### config.mk
export PLATFORM = sky130hd
export DESIGN_NAME = tcp_sequence_block_tracker
export DESIGN_NICKNAME = d
export VERILOG_FILES = /design/src/hw/rtl/tsbt_pkg.sv /design/src/hw/rtl/tsbt_ctrl.sv /design/src/hw/rtl/tsbt_datapath.sv /design/src/hw/rtl/tcp_sequence_block_tracker.sv
export SDC_FILE = /design/constraint.sdc
export NUM_CORES = 2
export LEC_CHECK = 0
export ABC_AREA = 1
export BUFFER_PORTS_ARGS = -buffer_cell sky130_fd_sc_hd__buf_2
export CAP_MARGIN = 10
export CORE_MARGIN = 4
export CORE_UTILIZATION = 55
export DETAILED_ROUTE_END_ITERATION = 6
export GPL_TIMING_DRIVEN = 1
export PLACE_DENSITY_LB_ADDON = 0.15
export REMOVE_ABC_BUFFERS = 1
export SETUP_SLACK_MARGIN = 0.2
export SYNTH_ARGS = -nofsm -noshare
export SYNTH_HDL_FRONTEND = slang
export SYNTH_SLANG_ARGS = --single-unit
### constraint.sdc
create_clock -name clk -period 7.53 [get_ports clk]
set_input_delay 0.3765 -clock clk [delete_from_list [all_inputs] [get_ports clk]]
set_output_delay 0.3765 -clock clk [all_outputs]
set_load 0.005 [all_outputs]
### src/hw/rtl/tsbt_pkg.sv
// ----------------------------------------------------------------------------
// tsbt_pkg
// Types, constants and sequence compare helpers for the block tracker.
// ----------------------------------------------------------------------------
package tsbt_pkg;

	localparam int MAX_BLOCKS = 16;
	localparam int IDX_W      = $clog2(MAX_BLOCKS);
	localparam int CNT_W      = $clog2(MAX_BLOCKS + 1);

	typedef enum logic [2:0] {
		OP_ADD_ORD   = 3'd0,
		OP_ADD_UNORD = 3'd1,
		OP_FIND      = 3'd2,
		OP_GAP       = 3'd3,
		OP_PRUNE     = 3'd4,
		OP_LIMIT     = 3'd5,
		OP_CLEAR     = 3'd6
	} op_t;

	typedef struct packed {
		logic [2:0]  operation;
		logic [31:0] seq_left;
		logic [31:0] seq_right;
		logic [4:0]  keep_count;
	} req_t;

	typedef struct packed {
		logic [31:0] block_left;
		logic [31:0] block_right;
		logic        block_hit;
		logic [31:0] gap_left;
		logic [31:0] gap_right;
		logic        gap_found;
		logic [31:0] skipped_bytes;
		logic [4:0]  block_count;
		logic [31:0] total_bytes;
		logic        is_ordered;
		logic        status;
	} rsp_t;

	typedef struct packed {
		logic [31:0] left_edge;
		logic [31:0] right_edge;
	} entry_t;

	// controller to datapath
	typedef struct packed {
		logic load;
		logic walk_start;
		logic walk_en;
		logic scan;
		logic ins_en;
		logic finish;
	} cmd_t;

	// datapath to controller
	typedef struct packed {
		logic walk_end;
		logic ins_needed;
	} stat_t;

	// a is below b modulo 2^32
	function automatic logic seq_lt(input logic [31:0] a, input logic [31:0] b);
		logic [31:0] d;
		d = a - b;
		return d[31];
	endfunction

endpackage

### src/hw/rtl/tsbt_ctrl.sv
// ----------------------------------------------------------------------------
// tsbt_ctrl
// Sequencer: accepts a request, runs the table walks and the insert write,
// then hands the result to the output register.
// ----------------------------------------------------------------------------
module tsbt_ctrl (
	input  logic            clk,
	input  logic            arst_n,
	input  logic            req_valid,
	input  logic [2:0]      req_op,
	output logic            req_ready,
	output logic            rsp_valid,
	input  logic            rsp_ready,
	input  tsbt_pkg::stat_t stat,
	output tsbt_pkg::cmd_t  cmd
);
	import tsbt_pkg::*;

	typedef enum logic [4:0] {
		ST_IDLE = 5'b00001,
		ST_SCAN = 5'b00010,
		ST_COPY = 5'b00100,
		ST_INS  = 5'b01000,
		ST_DONE = 5'b10000
	} state_t;

	state_t state_q, state_d;
	logic   rsp_valid_q;

	// next state and commands
	always_comb begin
		state_d   = state_q;
		cmd       = '0;
		req_ready = 1'b0;
		unique case (state_q)
			ST_IDLE: begin
				req_ready = 1'b1;
				if (req_valid) begin
					cmd.load = 1'b1;
					priority if (req_op == OP_ADD_ORD)
						state_d = ST_SCAN;
					else if (req_op == OP_ADD_UNORD || req_op == OP_FIND
						|| req_op == OP_GAP || req_op == OP_PRUNE || req_op == OP_LIMIT)
						state_d = ST_COPY;
					else
						state_d = ST_DONE;
				end
			end
			ST_SCAN: begin
				cmd.walk_en = 1'b1;
				cmd.scan    = 1'b1;
				if (stat.walk_end) begin
					cmd.walk_start = 1'b1;
					state_d        = ST_COPY;
				end
			end
			ST_COPY: begin
				cmd.walk_en = 1'b1;
				if (stat.walk_end)
					state_d = stat.ins_needed ? ST_INS : ST_DONE;
			end
			ST_INS: begin
				cmd.ins_en = 1'b1;
				state_d    = ST_DONE;
			end
			ST_DONE: begin
				if (!rsp_valid_q || rsp_ready) begin
					cmd.finish = 1'b1;
					state_d    = ST_IDLE;
				end
			end
			default: state_d = ST_IDLE;
		endcase
	end

	// state and output valid
	always_ff @(posedge clk or negedge arst_n) begin
		if (!arst_n) begin
			state_q     <= ST_IDLE;
			rsp_valid_q <= 1'b0;
		end else begin
			state_q <= state_d;
			if (cmd.finish)
				rsp_valid_q <= 1'b1;
			else if (rsp_ready)
				rsp_valid_q <= 1'b0;
		end
	end

	assign rsp_valid = rsp_valid_q;

endmodule

### src/hw/rtl/tsbt_datapath.sv
// ----------------------------------------------------------------------------
// tsbt_datapath
// Double-banked block table, one-entry-per-cycle walk logic, totals and the
// result register. Rewriting walks copy into the idle bank, which then swaps.
// ----------------------------------------------------------------------------
module tsbt_datapath (
	input  logic            clk,
	input  logic            arst_n,
	input  tsbt_pkg::req_t  req,
	input  tsbt_pkg::cmd_t  cmd,
	output tsbt_pkg::stat_t stat,
	output tsbt_pkg::rsp_t  rsp
);
	import tsbt_pkg::*;

	entry_t             tbl_q [2*MAX_BLOCKS];
	entry_t             rd_s1;
	logic               v_s1;
	logic [IDX_W-1:0]   idx_s1;

	logic [2:0]         op_q;
	logic [31:0]        l_q, r_q;
	logic [4:0]         keep_q;
	logic [CNT_W-1:0]   cnt_q, iss_q, w_q, a_q;
	logic [31:0]        tot_q;
	logic               ord_q, bank_q;
	logic [IDX_W-1:0]   ri_q;
	logic               stop_q, ins_q, any_rm_q;
	logic [MAX_BLOCKS-1:0] rm_q;
	logic [31:0]        bl_q, br_q, gr_q, skip_q;
	logic               hit_q, gf_q;
	rsp_t               rsp_q;

	logic [31:0]        l_d, r_d, tot_d, bl_d, br_d, gr_d, skip_d;
	logic               stop_d, ins_d, hit_d, gf_d;
	logic [CNT_W-1:0]   a_d;
	logic               rm_set, keep, walk_wr, proc, issue;
	logic [31:0]        wr_left;
	logic [31:0]        s, e, len;
	logic               lt_r_s, gt_l_e, ge_l_s, le_r_e, ge_l_e, gt_l_s, lt_r_e;
	logic               drop, ins_ord, off;
	logic [IDX_W-1:0]   wa_walk;
	logic [IDX_W:0]     wr_addr;
	entry_t             wr_data;
	logic               tbl_we;
	logic [CNT_W-1:0]   cnt_new;
	logic [31:0]        tot_new;
	logic               ord_new, flip, full_st;

	assign s     = rd_s1.left_edge;
	assign e     = rd_s1.right_edge;
	assign len   = e - s;
	assign proc  = cmd.walk_en && v_s1;
	assign issue = cmd.walk_en && (iss_q != '0);

	// modular compares of the current range against the entry
	assign lt_r_s = seq_lt(r_q, s);
	assign gt_l_e = seq_lt(e, l_q);
	assign ge_l_s = !seq_lt(l_q, s);
	assign le_r_e = !seq_lt(e, r_q);
	assign ge_l_e = !seq_lt(l_q, e);
	assign gt_l_s = seq_lt(s, l_q);
	assign lt_r_e = seq_lt(r_q, e);

	// ordered add: dropped when full and nothing merged
	assign drop    = ins_q && !any_rm_q && (cnt_q == CNT_W'(MAX_BLOCKS));
	assign ins_ord = ins_q && !drop;

	// copy address, shifted by one past the insert point
	always_comb begin
		off = 1'b0;
		if (op_q == OP_ADD_ORD)
			off = ins_ord && (CNT_W'(idx_s1) >= a_q);
		else if (op_q == OP_ADD_UNORD)
			off = 1'b1;
	end
	assign wa_walk = IDX_W'(w_q + CNT_W'(off));

	// per-entry decisions
	always_comb begin
		l_d     = l_q;
		r_d     = r_q;
		tot_d   = tot_q;
		stop_d  = stop_q;
		a_d     = a_q;
		ins_d   = ins_q;
		bl_d    = bl_q;
		br_d    = br_q;
		hit_d   = hit_q;
		gr_d    = gr_q;
		gf_d    = gf_q;
		skip_d  = skip_q;
		rm_set  = 1'b0;
		keep    = 1'b1;
		wr_left = s;
		walk_wr = 1'b0;
		if (proc) begin
			if (cmd.scan) begin
				// descending walk for ordered add
				if (!stop_q) begin
					priority if (lt_r_s) begin
					end else if (gt_l_e) begin
						a_d    = CNT_W'(idx_s1) + CNT_W'(1);
						stop_d = 1'b1;
					end else if (ge_l_s && le_r_e) begin
						bl_d   = s;
						br_d   = e;
						hit_d  = 1'b1;
						ins_d  = 1'b0;
						stop_d = 1'b1;
					end else begin
						l_d    = gt_l_s ? s : l_q;
						r_d    = lt_r_e ? e : r_q;
						tot_d  = tot_q - len;
						rm_set = 1'b1;
					end
				end
			end else begin
				walk_wr = 1'b1;
				unique case (op_q)
					OP_ADD_ORD: keep = !rm_q[idx_s1];
					OP_ADD_UNORD: begin
						if (!(gt_l_e || lt_r_s)) begin
							l_d   = gt_l_s ? s : l_q;
							r_d   = lt_r_e ? e : r_q;
							tot_d = tot_q - len;
							keep  = 1'b0;
						end
					end
					OP_FIND: begin
						if (!stop_q && !ge_l_e) begin
							if (ge_l_s) begin
								bl_d   = s;
								br_d   = e;
								hit_d  = 1'b1;
								stop_d = 1'b1;
							end else if (ord_q) begin
								stop_d = 1'b1;
							end
						end
					end
					OP_GAP: begin
						if (!stop_q) begin
							priority if (ge_l_e) begin
								skip_d = skip_q + len;
							end else if (ge_l_s) begin
								skip_d = skip_q + (e - l_q);
								l_d    = e;
							end else begin
								gr_d   = s;
								gf_d   = 1'b1;
								stop_d = 1'b1;
							end
						end
					end
					OP_PRUNE: begin
						if (!stop_q) begin
							if (ge_l_e) begin
								keep  = 1'b0;
								tot_d = tot_q - len;
							end else begin
								if (gt_l_s) begin
									tot_d   = tot_q - (l_q - s);
									wr_left = l_q;
								end
								if (ord_q)
									stop_d = 1'b1;
							end
						end
					end
					OP_LIMIT: begin
						if ((CNT_W + 1)'(idx_s1) >= (CNT_W + 1)'(keep_q)) begin
							keep  = 1'b0;
							tot_d = tot_q - len;
						end
					end
					default: walk_wr = 1'b0;
				endcase
			end
		end
		if (cmd.ins_en) begin
			tot_d = tot_q + (r_q - l_q);
			bl_d  = l_q;
			br_d  = r_q;
			hit_d = 1'b1;
		end
	end

	// table write port, into the idle bank
	always_comb begin
		tbl_we = cmd.ins_en || (walk_wr && keep);
		if (cmd.ins_en) begin
			wr_addr = {~bank_q, a_q[IDX_W-1:0]};
			wr_data = '{left_edge: l_q, right_edge: r_q};
		end else begin
			wr_addr = {~bank_q, wa_walk};
			wr_data = '{left_edge: wr_left, right_edge: e};
		end
	end

	always_ff @(posedge clk) begin
		if (tbl_we)
			tbl_q[wr_addr] <= wr_data;
		if (issue)
			rd_s1 <= tbl_q[{bank_q, ri_q}];
	end

	// end-of-operation state
	always_comb begin
		cnt_new = cnt_q;
		tot_new = tot_q;
		ord_new = ord_q;
		flip    = 1'b0;
		full_st = 1'b0;
		unique case (op_q)
			OP_ADD_ORD: begin
				cnt_new = w_q + CNT_W'(ins_ord);
				flip    = !drop;
				full_st = drop;
			end
			OP_ADD_UNORD: begin
				if (w_q == CNT_W'(MAX_BLOCKS)) begin
					full_st = 1'b1;
				end else begin
					cnt_new = w_q + CNT_W'(1);
					ord_new = (w_q == '0);
					flip    = 1'b1;
				end
			end
			OP_PRUNE: begin
				cnt_new = w_q;
				flip    = 1'b1;
				if (!stop_q && w_q <= CNT_W'(1))
					ord_new = 1'b1;
			end
			OP_LIMIT: begin
				cnt_new = w_q;
				flip    = 1'b1;
				if (w_q <= CNT_W'(1))
					ord_new = 1'b1;
			end
			OP_CLEAR: begin
				cnt_new = '0;
				tot_new = '0;
				ord_new = 1'b1;
			end
			default: ;
		endcase
	end

	// table state and walk control
	always_ff @(posedge clk or negedge arst_n) begin
		if (!arst_n) begin
			cnt_q  <= '0;
			tot_q  <= '0;
			ord_q  <= 1'b1;
			bank_q <= 1'b0;
			v_s1   <= 1'b0;
			iss_q  <= '0;
			ri_q   <= '0;
			w_q    <= '0;
			stop_q <= 1'b0;
		end else begin
			if (cmd.finish) begin
				cnt_q  <= cnt_new;
				tot_q  <= tot_new;
				ord_q  <= ord_new;
				bank_q <= bank_q ^ flip;
			end else begin
				tot_q <= tot_d;
			end
			if (cmd.load) begin
				iss_q  <= cnt_q;
				ri_q   <= (req.operation == OP_ADD_ORD) ? IDX_W'(cnt_q - CNT_W'(1)) : '0;
				v_s1   <= 1'b0;
				w_q    <= '0;
				stop_q <= 1'b0;
			end else if (cmd.walk_start) begin
				iss_q  <= cnt_q;
				ri_q   <= '0;
				v_s1   <= 1'b0;
				w_q    <= '0;
				stop_q <= 1'b0;
			end else if (cmd.walk_en) begin
				v_s1   <= issue;
				stop_q <= stop_d;
				if (issue) begin
					ri_q  <= cmd.scan ? ri_q - IDX_W'(1) : ri_q + IDX_W'(1);
					iss_q <= iss_q - CNT_W'(1);
				end
				if (walk_wr && keep)
					w_q <= w_q + CNT_W'(1);
			end
		end
	end

	// working registers of the current operation
	always_ff @(posedge clk) begin
		if (issue)
			idx_s1 <= ri_q;
		if (cmd.load) begin
			op_q     <= req.operation;
			l_q      <= req.seq_left;
			r_q      <= req.seq_right;
			keep_q   <= req.keep_count;
			a_q      <= '0;
			ins_q    <= 1'b1;
			any_rm_q <= 1'b0;
			rm_q     <= '0;
			bl_q     <= '0;
			br_q     <= '0;
			hit_q    <= 1'b0;
			gr_q     <= req.seq_right;
			gf_q     <= 1'b0;
			skip_q   <= '0;
		end else begin
			l_q    <= l_d;
			r_q    <= r_d;
			a_q    <= a_d;
			ins_q  <= ins_d;
			bl_q   <= bl_d;
			br_q   <= br_d;
			hit_q  <= hit_d;
			gr_q   <= gr_d;
			gf_q   <= gf_d;
			skip_q <= skip_d;
			if (rm_set) begin
				rm_q[idx_s1] <= 1'b1;
				any_rm_q     <= 1'b1;
			end
		end
	end

	// result register
	always_ff @(posedge clk) begin
		if (cmd.finish) begin
			rsp_q.block_left    <= bl_q;
			rsp_q.block_right   <= br_q;
			rsp_q.block_hit     <= hit_q;
			rsp_q.gap_left      <= (op_q == OP_GAP) ? l_q : '0;
			rsp_q.gap_right     <= (op_q == OP_GAP) ? gr_q : '0;
			rsp_q.gap_found     <= gf_q;
			rsp_q.skipped_bytes <= gf_q ? skip_q : '0;
			rsp_q.block_count   <= 5'(cnt_new);
			rsp_q.total_bytes   <= tot_new;
			rsp_q.is_ordered    <= ord_new;
			rsp_q.status        <= full_st;
		end
	end

	assign rsp             = rsp_q;
	assign stat.walk_end   = (iss_q == '0) && !v_s1;
	assign stat.ins_needed = (op_q == OP_ADD_ORD && ins_ord)
		|| (op_q == OP_ADD_UNORD && w_q != CNT_W'(MAX_BLOCKS));

endmodule

### src/hw/rtl/tcp_sequence_block_tracker.sv
// ----------------------------------------------------------------------------
// tcp_sequence_block_tracker
// Table of up to 16 disjoint received sequence blocks with add, find, gap,
// prune, limit and clear operations.
// ----------------------------------------------------------------------------
// channel  direction  signals
// req      in         req_valid, req_ready, req (operation, edges, keep count)
// rsp      out        rsp_valid, rsp_ready, rsp (block, gap, totals, status)
//
// one table entry is read per cycle during a walk.
// ordered add runs a scan, a copy and an insert; unordered add a copy and an
// insert; find, gap, prune and limit one walk; clear and unused codes no walk.
// a new request is taken while the previous result waits in the output register.
// reset empties the table at once; no clearing pass.
// ----------------------------------------------------------------------------
module tcp_sequence_block_tracker (
	input  logic           clk,
	input  logic           arst_n,
	input  logic           req_valid,
	output logic           req_ready,
	input  tsbt_pkg::req_t req,
	output logic           rsp_valid,
	input  logic           rsp_ready,
	output tsbt_pkg::rsp_t rsp
);
	import tsbt_pkg::*;

	cmd_t  cmd;
	stat_t stat;

	// sequencer
	tsbt_ctrl u_ctrl (
		.clk       (clk),
		.arst_n    (arst_n),
		.req_valid (req_valid),
		.req_op    (req.operation),
		.req_ready (req_ready),
		.rsp_valid (rsp_valid),
		.rsp_ready (rsp_ready),
		.stat      (stat),
		.cmd       (cmd)
	);

	// table and arithmetic
	tsbt_datapath u_dp (
		.clk    (clk),
		.arst_n (arst_n),
		.req    (req),
		.cmd    (cmd),
		.stat   (stat),
		.rsp    (rsp)
	);

endmodule

==> impl_metrics.env <==
export IMPL_outcome="finished, violations left"
export IMPL_violations="design-rule violations"
export IMPL_maxSlewHeadroom_pct=4.32
export IMPL_cts_setup_buffers=0
export IMPL_die_w_um=477
export IMPL_r2r_start="u_dp.l_q[0]$_DFFE_PP_"
export IMPL_critPathMaxStageDelay_ns=0.68
export IMPL_die_h_um=477
export IMPL_drive_gt1_share_pct=8.45
export IMPL_ys_top_cells_by_area="edfxtp_1 (60%), o21ai_0 (6.9%), nor2_1 (5.6%)"
export IMPL_hold_path_class="input pin to flop"
export IMPL_crit_top_cell="nand2_1"
export IMPL_ff2ff_setup_slack_ns=0.99
export IMPL_cellPowerDensity_nw_per_um2=456
export IMPL_cts_sinks=2603
export IMPL_reg2reg_to="u_dp.tot_q[21]$_DFFE_PN0P_"
export IMPL_die_area_um2=228000
export IMPL_fillCellCount=17300
export IMPL_ir_drop_v=0.000324
export IMPL_multi_input_area_um2=39400
export IMPL_cts_made_buffers=287
export IMPL_dp_hpwl_um=298000
export IMPL_ys_seq_elements=2603
export IMPL_fin_ws_ns=0.991
export IMPL_drv_slew=0
export IMPL_setup_tns_final_ns=0
export IMPL_grtUsageTotal_pct=37.9
export IMPL_yosysTopAreaCell="edfxtp_1"
export IMPL_overflow=0
export IMPL_fmax_ghz=0.153
export IMPL_cts_buffer_depth=4
export IMPL_rr_worst_depth=28
export IMPL_io_buffers=278
export IMPL_avgRoutedWirePerCell_um=30.2
export IMPL_hold_start="req[16]"
export IMPL_synth_top_area_share_pct=60.1
export IMPL_num_io_pins=279
export IMPL_ys_seq_area_share_pct=63.4
export IMPL_place_congestion=1.08
export IMPL_vias=93200
export IMPL_design_core_area_um2=218000
export IMPL_syn2layout_area_growth_pct=12.0
export IMPL_cts_max_level=5
export IMPL_final_period_utilization_pct=86.8
export IMPL_ys_warn_count=0
export IMPL_drt_antenna_violating_nets=0
export IMPL_hold_depth=3
export IMPL_rsz0062_at_grt="no"
export IMPL_finalNonFillerCells=14700
export IMPL_start_kind="flop"
export IMPL_slowest_stage="nor2_1"
export IMPL_fin_skew_ns=0.109
export IMPL_cts_tree="yes"
export IMPL_syn_area_um2=121000
export IMPL_yosys_top_cells_count="edfxtp_1 (2,421), nor2_1 (1,793), o21ai_0 (1,676)"
export IMPL_synth_edff_count=2421
export IMPL_drc=1
export IMPL_period_minus_slack_ns=6.54
export IMPL_drtIter0Drc=12200
export IMPL_required_ns=8.28
export IMPL_drt_first_pass_iters=7
export IMPL_cts_resized=0
export IMPL_via_per_inst=6.34
export IMPL_antenna_found_initial=37
export IMPL_arrival_ns=7.29
export IMPL_cts_clk_slew_worst_paths_ns=0.06
export IMPL_critPathKind="flop to flop"
export IMPL_worstSetupEndpointType="flop"
export IMPL_tightest_slew_ns=1.42
export IMPL_synth_most_common_cell="edfxtp_1"
export IMPL_grt_pass1_vias=88300
export IMPL_regArea_um2=76700
export IMPL_synth_area_per_cell_um2=10.6
export IMPL_grt_start_max_net_pins=209
export IMPL_synthDistinctLibCells=69
export IMPL_clockRootBuffer="clkbuf_16"
export IMPL_hold_viol=0
export IMPL_setup_viol=0
export IMPL_whs_endpoint="u_dp.r_q[11]$_DFFE_PP_"
export IMPL_post_place_cells=14100
export IMPL_crit_fanout=6
export IMPL_postSynthCellCount=11400
export IMPL_initial_utilization_pct=55.5
export IMPL_insertion_delay_ns=0.96
export IMPL_synth_main_ff_cell="edfxtp_1"
export IMPL_grt_pass1_wl_um=630000
export IMPL_ys_async_sr_fraction_pct=2.34
export IMPL_fin_nets=12100
export IMPL_p_leak_nw=50.5
export IMPL_wl_um=443000
export IMPL_rows=171
export IMPL_place_ws_ns=1.24
export IMPL_max_cap_violations=0
[flip-flops by register name (all words and copies together) (netlist names), 3 cells and up]
signal / count
u_dp.e: 32
u_dp.skip_q: 32
u_dp.keep_q: 5
u_dp.iss_q: 5
u_dp.w_q: 5
u_dp.gr_q: 32
u_dp.tot_q: 32
u_dp.op_q: 3
u_dp.idx_s1: 4
u_dp.r_q: 32
u_ctrl.state_q: 5
u_dp.bl_q: 32
u_dp.rsp: 201
u_dp.l_q: 32
u_dp.br_q: 32
u_dp.a_q: 5
u_dp.ri_q: 4
u_dp.tbl_q: 2048
u_dp.rm_q: 16
u_dp.cnt_q: 5
u_dp.s: 32
[per-layer routing]
layer  share of wire [%]  GRT usage [%]  wire length, µm
met5               0.037              0              162
met4                 6.1           19.8            27100
met3                  11           9.44            49500
met2                  46           59.2           203000
met1                  37           49.3           164000
[cells by family (layout without fill, tap and decap cells)]
family	after synthesis	count (layout)	synth area share (%)
simple gates	3832	3832	12.7
compound gates	2964	2964	13.5
flops	2603	2603	63.4
buf+inv	1403	1832	4.51
fa+ha+maj	432	432	4.70
xor+xnor	163	163	1.18
mux	3	3	0.0248
other cells	0	10	0
[cells in the final DEF (no fill, tap or decap), types with 26 or more instances in the layout]
| master | instances |
|---|---|
| edfxtp_1 | 2421 |
| nor3_1 | 37 |
| clkbuf_1 | 62 |
| nor2_4 | 36 |
| o22ai_1 | 524 |
| nand3_1 | 271 |
| xor2_1 | 96 |
| inv_1 | 791 |
| a21o_1 | 33 |
| o21ai_0 | 1670 |
| dfrtp_1 | 54 |
| buf_2 | 280 |
| o221ai_1 | 70 |
| ha_1 | 394 |
| dfxtp_1 | 121 |
| a21oi_1 | 430 |
| fa_1 | 38 |
| o211ai_1 | 26 |
| a31oi_1 | 39 |
| buf_12 | 37 |
| buf_4 | 145 |
| nand4_1 | 110 |
| nor2_1 | 1760 |
| clkbuf_16 | 292 |
| clkinv_1 | 55 |
| dlygate4sd3_1 | 67 |
| clkinv_2 | 31 |
| nand2_1 | 1525 |
| xnor2_1 | 67 |
[report_power, final]
part	switching [W]	internal (W)	total, W	leakage [nW]
Sequential	0.000786	0.0178	0.0186	23.6
Combinational	0.0220	0.00776	0.0297	22.7
Clock	0.00564	0.00778	0.0134	4.27
[repair_timing]
item | in CTS | in global routing
hold buffers | 67 | 0
hold endpoints to repair | 101 | 0
setup endpoints to repair | 0 | 0
[worst max path at each step]
stage,from,endpoint,slack [ns],depth (start not counted)
2_1_floorplan,u_dp.ri_q[0]$_DFFE_PN0P_,u_dp.e[1]$_DFFE_PP_,-32.73,7
3_3_place_gp,u_dp.l_q[0]$_DFFE_PP_,u_dp.tot_q[21]$_DFFE_PN0P_,1.18,28
3_5_place_dp,u_dp.l_q[0]$_DFFE_PP_,u_dp.tot_q[21]$_DFFE_PN0P_,1.24,28
4_1_cts,u_dp.e[14]$_DFFE_PP_,u_dp.skip_q[25]$_SDFFE_PP0P_,1.14,26
5_1_grt,u_dp.e[14]$_DFFE_PP_,u_dp.tbl_q[6][36]$_DFFE_PP_,0.91,18
6_report,u_dp.l_q[0]$_DFFE_PP_,u_dp.tot_q[21]$_DFFE_PN0P_,0.99,28
[worst max-delay path, delay by kind of cell (launching register included)]
kind            cells  cell delay [ns]
fa+ha+maj           3             0.79
xor+xnor            2             0.39
simple gates       15             2.43
buf+inv             2             0.24
flops               1             0.46
compound gates      6             2.11
[area by class of cell]
type	count	share of cell area (%)
diodes	10	0.0185
clock buffers	361	5.64
clock inverters	126	0.841
inverters	812	2.28
multi-input cells	7394	29.1
flip-flops and latches	2603	56.6
well taps	2854	2.64
repair buffers	533	2.92
[per-stage QoR]
step	instance area (µm²)	utilization, %	total power [W]	hold slack, ns
finish	135000	62.1	0.0618	0.0434
floorplan	119000	-	0.0349	0.0809
global route	135000	62.1	0.0646	0.0240
global placement	126000	57.7	0.0475	0.328
CTS	135000	62.1	0.0610	0.0107
detailed placement	126000	57.8	0.0476	0.331
Note: power is estimated with default switching activity, not from simulation.
